<file path="src/rtl/dvru_pkg.sv">
// Package for the distance vector route update unit.
// Holds the table sizes, cost limits, item codes and payload structs.
// No dependencies.
`default_nettype none

package dvru_pkg;

   localparam int ID_W = 4;
   localparam int COST_W = 16;
   localparam int ROUTER_COUNT = 1 << ID_W;

   localparam logic [COST_W-1:0] COST_INFINITY = COST_W'(9999);

   localparam logic [1:0] OP_FORWARD = 2'd0;
   localparam logic [1:0] OP_VECTOR  = 2'd1;
   localparam logic [1:0] OP_LINK    = 2'd2;

   typedef struct packed {
      logic [1:0]        op;
      logic [ID_W-1:0]   source_router;
      logic [ID_W-1:0]   entry_index;
      logic [COST_W-1:0] cost_value;
   } dvru_req_type;

   typedef struct packed {
      logic              deliver_local;
      logic [ID_W-1:0]   next_hop;
      logic              next_hop_valid;
      logic [COST_W-1:0] entry_distance;
      logic              route_changed;
   } dvru_rsp_type;

   // One routing table entry as kept in the table memory.
   typedef struct packed {
      logic [COST_W-1:0] distance;
      logic [ID_W-1:0]   next_hop;
      logic              valid_mark;
   } dvru_entry_type;

   localparam dvru_entry_type RESET_ENTRY = '{
      distance:   COST_INFINITY,
      next_hop:   '0,
      valid_mark: 1'b0
   };

endpackage

`default_nettype wire

</file>
<file path="src/rtl/distance_vector_route_update_unit.sv">
// Top level of the distance vector route update unit.
// Depends on dvru_pkg for sizes, codes and payload structs.
`default_nettype none

// Routing table engine for one router. Each request transaction either loads
// a link cost, applies one element of a neighbor's distance vector (poison a
// dead route through that neighbor, then relax through it), or looks up the
// next hop for a packet. Every request yields exactly one response. The table
// lives in one memory with two synchronous read ports (entry and source
// router) and one write port. A request is read at acceptance, then modified
// and written back from the update stage, so one request per cycle is
// sustained while the response output is not stalled. The response is
// registered when its request leaves the update stage. The result written
// by one request is forwarded to the request behind it. Entries not yet
// written read as unreachable through per-entry flip-flops, so no clearing
// pass runs after reset. Write own_router_id only while idle.

module distance_vector_route_update_unit (
   input  wire                            clock,
   input  wire                            reset,
   input  wire                            req_valid,
   output logic                           req_stall,
   input  wire  dvru_pkg::dvru_req_type   req_data,
   output logic                           rsp_valid,
   input  wire                            rsp_stall,
   output dvru_pkg::dvru_rsp_type         rsp_data,
   input  wire                            csr_write_enable,
   input  wire  [dvru_pkg::ID_W-1:0]      csr_write_data
);

   dvru_pkg::dvru_entry_type route_mem [dvru_pkg::ROUTER_COUNT];

   logic [dvru_pkg::ID_W-1:0]         own_id_ff;
   logic                              s1_valid_ff;
   dvru_pkg::dvru_req_type            s1_req_ff;
   dvru_pkg::dvru_entry_type          ent_rd_ff;
   dvru_pkg::dvru_entry_type          src_rd_ff;
   logic [dvru_pkg::ROUTER_COUNT-1:0] init_ff;
   logic                              last_wr_valid_ff;
   logic [dvru_pkg::ID_W-1:0]         last_wr_addr_ff;
   dvru_pkg::dvru_entry_type          last_wr_data_ff;
   logic                              rsp_valid_ff;
   dvru_pkg::dvru_rsp_type            rsp_data_ff;

   logic                              req_accept;
   logic                              s1_advance;
   logic                              wr_en;
   dvru_pkg::dvru_entry_type          ent_cur;
   dvru_pkg::dvru_entry_type          src_cur;
   dvru_pkg::dvru_entry_type          poisoned;
   dvru_pkg::dvru_entry_type          wr_data_in;
   dvru_pkg::dvru_rsp_type            rsp_data_in;
   logic [dvru_pkg::COST_W-1:0]       cost_sat;
   logic [dvru_pkg::COST_W-1:0]       link_dist;
   logic [dvru_pkg::COST_W-1:0]       src_dist;
   logic [dvru_pkg::COST_W:0]         relax_sum;
   logic                              poison_hit;
   logic                              relax_hit;
   logic                              changed;

   assign s1_advance = !rsp_valid_ff || !rsp_stall;
   assign req_stall  = s1_valid_ff && !s1_advance;
   assign req_accept = req_valid && !req_stall;
   assign rsp_valid  = rsp_valid_ff;
   assign rsp_data   = rsp_data_ff;

   always_ff @(posedge clock) begin
      if (reset) begin
         own_id_ff <= '0;
      end else if (csr_write_enable) begin
         own_id_ff <= csr_write_data;
      end
   end

   // Table memory: one write port, two registered read ports.
   always_ff @(posedge clock) begin
      if (wr_en) begin
         route_mem[s1_req_ff.entry_index] <= wr_data_in;
      end
      if (req_accept) begin
         ent_rd_ff <= route_mem[req_data.entry_index];
         src_rd_ff <= route_mem[req_data.source_router];
      end
   end

   // A read issued at the edge of a write returns the old data, so the most
   // recent write is kept and substituted on an address match. Entries that
   // were never written read as the reset value.
   always_comb begin
      if (last_wr_valid_ff && last_wr_addr_ff == s1_req_ff.entry_index) begin
         ent_cur = last_wr_data_ff;
      end else if (init_ff[s1_req_ff.entry_index]) begin
         ent_cur = ent_rd_ff;
      end else begin
         ent_cur = dvru_pkg::RESET_ENTRY;
      end
      if (last_wr_valid_ff && last_wr_addr_ff == s1_req_ff.source_router) begin
         src_cur = last_wr_data_ff;
      end else if (init_ff[s1_req_ff.source_router]) begin
         src_cur = src_rd_ff;
      end else begin
         src_cur = dvru_pkg::RESET_ENTRY;
      end
   end

   always_comb begin
      cost_sat = (s1_req_ff.cost_value > dvru_pkg::COST_INFINITY) ?
                 dvru_pkg::COST_INFINITY : s1_req_ff.cost_value;
      link_dist = (s1_req_ff.entry_index == own_id_ff) ? '0 : cost_sat;

      poison_hit = (cost_sat == dvru_pkg::COST_INFINITY) && ent_cur.valid_mark &&
                   (ent_cur.next_hop == s1_req_ff.source_router);
      poisoned = ent_cur;
      if (poison_hit) begin
         poisoned.distance   = dvru_pkg::COST_INFINITY;
         poisoned.valid_mark = 1'b0;
      end

      // When the vector entry is the sender itself, its distance is the one
      // left after poisoning.
      src_dist = (s1_req_ff.source_router == s1_req_ff.entry_index) ?
                 poisoned.distance : src_cur.distance;
      relax_sum = {1'b0, cost_sat} + {1'b0, src_dist};
      relax_hit = (relax_sum != '0) && ({1'b0, poisoned.distance} > relax_sum);

      wr_data_in = ent_cur;
      changed    = 1'b0;
      wr_en      = 1'b0;
      case (s1_req_ff.op)
         dvru_pkg::OP_LINK: begin
            wr_data_in.distance   = link_dist;
            wr_data_in.next_hop   = s1_req_ff.entry_index;
            wr_data_in.valid_mark = 1'b1;
            changed = (ent_cur.distance != link_dist) ||
                      (ent_cur.next_hop != s1_req_ff.entry_index) ||
                      !ent_cur.valid_mark;
            wr_en = s1_valid_ff && s1_advance;
         end
         dvru_pkg::OP_VECTOR: begin
            wr_data_in = poisoned;
            if (relax_hit) begin
               wr_data_in.distance   = relax_sum[dvru_pkg::COST_W-1:0];
               wr_data_in.next_hop   = s1_req_ff.source_router;
               wr_data_in.valid_mark = 1'b1;
            end
            changed = poison_hit || relax_hit;
            wr_en = s1_valid_ff && s1_advance;
         end
         default: begin
            wr_data_in = ent_cur;
         end
      endcase

      rsp_data_in.deliver_local  = (s1_req_ff.op == dvru_pkg::OP_FORWARD) &&
                                   (s1_req_ff.entry_index == own_id_ff);
      rsp_data_in.next_hop       = wr_data_in.next_hop;
      rsp_data_in.next_hop_valid = wr_data_in.valid_mark;
      rsp_data_in.entry_distance = wr_data_in.distance;
      rsp_data_in.route_changed  = changed;
   end

   always_ff @(posedge clock) begin
      if (reset) begin
         s1_valid_ff      <= 1'b0;
         rsp_valid_ff     <= 1'b0;
         init_ff          <= '0;
         last_wr_valid_ff <= 1'b0;
      end else begin
         if (req_accept) begin
            s1_valid_ff <= 1'b1;
         end else if (s1_advance) begin
            s1_valid_ff <= 1'b0;
         end
         if (s1_valid_ff && s1_advance) begin
            rsp_valid_ff <= 1'b1;
         end else if (!rsp_stall) begin
            rsp_valid_ff <= 1'b0;
         end
         if (wr_en) begin
            init_ff[s1_req_ff.entry_index] <= 1'b1;
            last_wr_valid_ff <= 1'b1;
         end
      end
   end

   always_ff @(posedge clock) begin
      if (req_accept) begin
         s1_req_ff <= req_data;
      end
      if (s1_valid_ff && s1_advance) begin
         rsp_data_ff <= rsp_data_in;
      end
      if (wr_en) begin
         last_wr_addr_ff <= s1_req_ff.entry_index;
         last_wr_data_ff <= wr_data_in;
      end
   end

`ifndef SYNTHESIS
   a_stall_needs_work: assert property (@(posedge clock) disable iff (reset)
      req_stall |-> s1_valid_ff)
      else $error("request stalled with no transaction in the update stage");

   a_write_on_advance: assert property (@(posedge clock) disable iff (reset)
      wr_en |-> (s1_valid_ff && s1_advance))
      else $error("table written by a transaction that did not advance");

   a_advance_gives_rsp: assert property (@(posedge clock) disable iff (reset)
      (s1_valid_ff && s1_advance) |=> rsp_valid_ff)
      else $error("finished transaction did not reach the response register");

   a_write_marks_init: assert property (@(posedge clock) disable iff (reset)
      wr_en |=> (init_ff[$past(s1_req_ff.entry_index)] && last_wr_valid_ff))
      else $error("written entry not marked as initialized");
`endif

endmodule

`default_nettype wire
</file>
<file path="config.mk">
export PLATFORM = sky130hd
export DESIGN_NAME = distance_vector_route_update_unit
export DESIGN_NICKNAME = d
export VERILOG_FILES = /design/src/rtl/dvru_pkg.sv /design/src/rtl/distance_vector_route_update_unit.sv
export SDC_FILE = /design/constraint.sdc
export NUM_CORES = 1
export LEC_CHECK = 0
export BUFFER_PORTS_ARGS = -buffer_cell sky130_fd_sc_hd__buf_4
export CORE_MARGIN = 3
export CORE_UTILIZATION = 60
export DETAILED_ROUTE_END_ITERATION = 6
export GPL_ROUTABILITY_DRIVEN = 0
export PLACE_DENSITY = 0.74
export SYNTH_ARGS = -nofsm -noshare
export SYNTH_HDL_FRONTEND = slang
export SYNTH_SLANG_ARGS = --single-unit
</file>
<file path="constraint.sdc">
create_clock -name clock -period 10.8 [get_ports clock]
set_clock_uncertainty 0.2 [all_clocks]
set_input_delay 2.16 -clock clock [delete_from_list [all_inputs] [get_ports clock]]
set_output_delay 2.16 -clock clock [all_outputs]
set_load 0.01 [all_outputs]
</file>
==> summary.md <==
| Metric | Value |
|---|---|
| CTS tree | `done` |
| Reg2Reg Depth | `30` |
| Hold_sp | `init_ff[13]` |
| Share of cells above drive strength 1 | `0.2763` |
| Number of global-route vias before repair | `around 14000` |
| Total GRT Usage | `0.3165` |
| IO Pins | `60` |
| Hold Vio Cnt, Final | `0` |
| Synth unique cells | `75` |
| Net Sw Power | `about 0.00095 W` |
| Outcome | `finished clean` |
| Wire per inst | `a little over 30 um` |
| Seq/Total Area, Yosys | `0.6206` |
| Synth area leaders | `edfxtp_1 (60%), mux4_2 (20%), dfxtp_1 (2.1%), ha_1 (1.8%), nor2_1 (1.8%)` |
| Post-synth EDFFs | `around 450` |
| WHS Endpoint | `init_ff[13]` |
| Total Power | `0.004094 W` |
| Site Rows | `70` |
| Synth area leader | `edfxtp_1` |
| Switching portion of total power | `0.2316` |
| Crit path max fanout | `22` |
| RSZ-0062 raised after global routing | `no` |
| Tmin final | `~10 ns` |
| Hold Path Class | `reg -> reg` |
| Post-route ant nets | `0` |
| Share of the synthesized area in the top cell type | `0.6000` |
| Number of synthesized register bits | `470` |
| Worst-margin pin slew | `1.401 ns` |
| Clock share of power | `0.403` |
| R2R Path End | `rsp_data[11]` |
| Endpoints failing setup | `0` |
| Period utilisation layout | `0.9096` |
| Worst reg2reg setup slack | `just under 1 ns` |
| Fin. max-slew vios | `0` |
| Final WL | `slightly above 60 mm` |
| Crit end category | `flip-flop` |
| Post-Syn Area | `between 20000 and 25000 sq um` |
| Fin nets | `1505` |
| Longest Clk Path Bufs | `3` |
| Initial DRC Count | `1874` |
| Gr ovfl total | `0` |
| Setup TNS | `0 ns` |
| Worst EP arrival | `between 9 and 10 ns` |
| Comb pwr share | `0.086` |
| Antenna cells | `0` |
| Area Overhead vs Synth | `11.94%` |
| Buf+Inv Stages, Crit Path | `4` |
| Die height | `between 150 and 200 um` |
| Post-detail-place hpwl | `between 30 and 40 mm` |
| Warnings, synthesis | `0` |
| FFs w/ async S/R, synth | `0` |
| CP peak stage delay | `around 0.94 ns` |
| Detailed-route DRC error count | `0` |
| Cell family with most CP delay | `simple AND/OR/NAND/NOR gates` |
| Mean Syn Cell Area | `around 16 sq um` |
| Worst Setup Path Type | `reg -> reg` |
| Initial antenna violation count | `0` |
| Skew-Pair Late Insertion Delay | `between 0.6 and 0.7 ns` |
| Maximum level of the CTS H-tree | `2` |
| Crit start category | `flip-flop` |
| Maximum Capacitance Violations | `0` |
| Main flop type after synthesis | `edfxtp_1` |
| DIE AREA | `39640 sq um` |
| Pre-antenna DRT Iters | `6` |
| Final Worst Setup Slack | `roughly 0.98 ns` |
| Req. time, crit path | `10.83 ns` |
| Dpl ws | `1.250 ns` |
| Leak | `8.269 nW` |
| Postcts setup bufs | `0` |
| Synthesized instance count | `roughly 1400` |
| Root Driver | `clkbuf_16` |
| P_int | `about 0.0031 W` |
| Slowest-stage cell, CP | `a221oi_2` |
| CTS Hold Bufs | `0` |
| Largest net degree at the start of global routing | `between 60 and 70` |
| Chip width | `about 200 um` |
| Max Freq | `around 0.1 GHz` |
| Starting Density | `0.6096` |
| Critical R2R Launch | `s1_req_ff[16]` |
| Total number of vias | `about 14000` |
| Sequential Power Share | `0.511` |
| Clock Sinks | `470` |
| Max-slew headroom | `0.06607` |
| CTS clk-pin slew, worst paths | `roughly 0.07 ns` |
| Cts bufs inserted | `a little under 50` |
| Vias/cell | `just over 7` |
| Port Buf Inserts | `59` |
| First-pass GRT wire length | `roughly 90 mm` |
| CORE AREA | `about 37000 sq um` |
| Hold depth | `2` |
| Peak supply drop | `around 0.14 mV` |
| Post-cts sizing count | `0` |
| PD cells | `between 150 and 200 nW/um^2` |
[placed cells by master (no fill, tap or decap), drive strengths merged, types with 6 or more instances in the layout]
cell / instances
nor2: 111
a21o: 7
nand2b: 6
nand3: 20
clkinv: 18
mux2i: 15
o21a: 8
mux4: 194
o21ai: 56
a221oi: 7
xnor2: 27
a21oi: 44
xor2: 9
mux2: 6
ha: 33
nand2: 81
and3: 8
clkbuf: 61
nor2b: 8
or3: 9
buf: 100
nor3: 23
edfxtp: 447
a31oi: 9
nand4: 10
and2: 11
dfxtp: 23
o22ai: 8
inv: 40
[synthesized netlist by cell type (4+ instances only)]
cell type and instances:
a211oi_1 4, buf_2 5, edfxtp_1 447, a21oi_1 44, ha_1 33, nand4_1 10
nor3_1 22, buf_1 19, dfxtp_1 23, nor2b_1 8, nor2_1 110, mux4_2 194
mux2i_1 15, xnor2_1 26, nor4_1 5, and2_1 11, nor3b_1 5, or3_1 9
a32oi_1 5, clkbuf_1 52, mux2_2 4, nand2b_1 6, inv_1 36, o21a_1 8
and3_1 8, o22ai_1 8, nand3_1 20, a31oi_1 8, a21o_1 7, o21ai_0 53
xor2_1 9, nand2_1 81, a221oi_1 5
[cell families after synthesis]
| kind of cell | count (synthesis) | synth area share |
|---|---|---|
| compound gates | 184 | 0.05571 |
| xor+xnor | 36 | 0.01443 |
| fa+ha+maj | 35 | 0.01980 |
| buf+inv | 116 | 0.02081 |
| flops | 470 | 0.6206 |
| mux | 215 | 0.2050 |
| other cells | 1 | 0.0001676 |
| simple gates | 307 | 0.06343 |
[sequential cells by signal (all words and copies together) (netlist names)]
register	flops
ent_rd_ff	21
init_ff	16
last_wr_addr_ff	4
last_wr_data_ff	21
last_wr_valid_ff	1
own_id_ff	4
route_mem	336
rsp_data	23
rsp_valid	1
s1_req_ff	26
s1_valid_ff	1
src_rd_ff	16
[metrics by stage]
step | area (sq um) | cells | util | hold slack [ns]
finish | 25040 | 1941 | 0.6823 | 0.3029
floorplan | 22370 | 1365 | - | 0.2206
global placement | 23470 | 1853 | 0.6396 | 0.2637
global route | 25040 | 1941 | 0.6823 | 0.3358
detailed placement | 23470 | 1853 | 0.6396 | 0.2864
CTS | 25040 | 1941 | 0.6823 | 0.3033
[worst reg2reg max path, delay by kind of cell (launching register included)]
family | cells | cell delay, ns
DFF | 1 | 0.91
AOI/OAI and AO/OA | 10 | 2.72
xor gates and xnor gates | 1 | 0.19
adders and majority gates | 3 | 0.99
and+or+nand+nor | 10 | 2.90
muxes | 2 | 0.73
buffers and inverters | 4 | 0.83
[how the worst max path moves through the flow]
stage / cells past startpoint / to / startpoint
after floorplan: 30 / last_wr_data_ff[11] / s1_req_ff[16]
after detailed placement: 29 / route_mem[9][15] / s1_req_ff[16]
after CTS: 29 / rsp_data[11] / s1_req_ff[16]
final: 30 / rsp_data[11] / s1_req_ff[16]
after global placement: 29 / route_mem[4][15] / s1_req_ff[16]
after global routing: 29 / route_mem[13][15] / s1_req_ff[16]
[power by group through the flow]
| stage | clock network (W) | logic, W | registers, W |
|---|---|---|---|
| after floorplan | 0 | 0.000238 | 0.00211 |
| after global placement | 0 | 0.000339 | 0.00213 |
| after detailed placement | 0 | 0.000347 | 0.00213 |
| after CTS | 0.00168 | 0.000350 | 0.00209 |
| after global routing | 0.00175 | 0.000376 | 0.00209 |
| final | 0.00165 | 0.000351 | 0.00209 |
[area by class of cell]
type                    count  area (sq um)
clock buffers              61          1271
clock inverters            27         296.5
fillers                  2411         11660
inverters                  36         135.1
multi-input cells         779          8114
flip-flops and latches    470         13880
well taps                 468         585.6
repair buffers            100         754.5
[per-layer routing]
metal,track usage,wire [um],vias up
met3,0.06963,6790,166
li1,-,-,5668
met2,0.4759,28140,868
met4,0.1348,2677,0
met5,0,0,-
met1,0.4582,22950,6999
(Power assumes the default switching activity.)
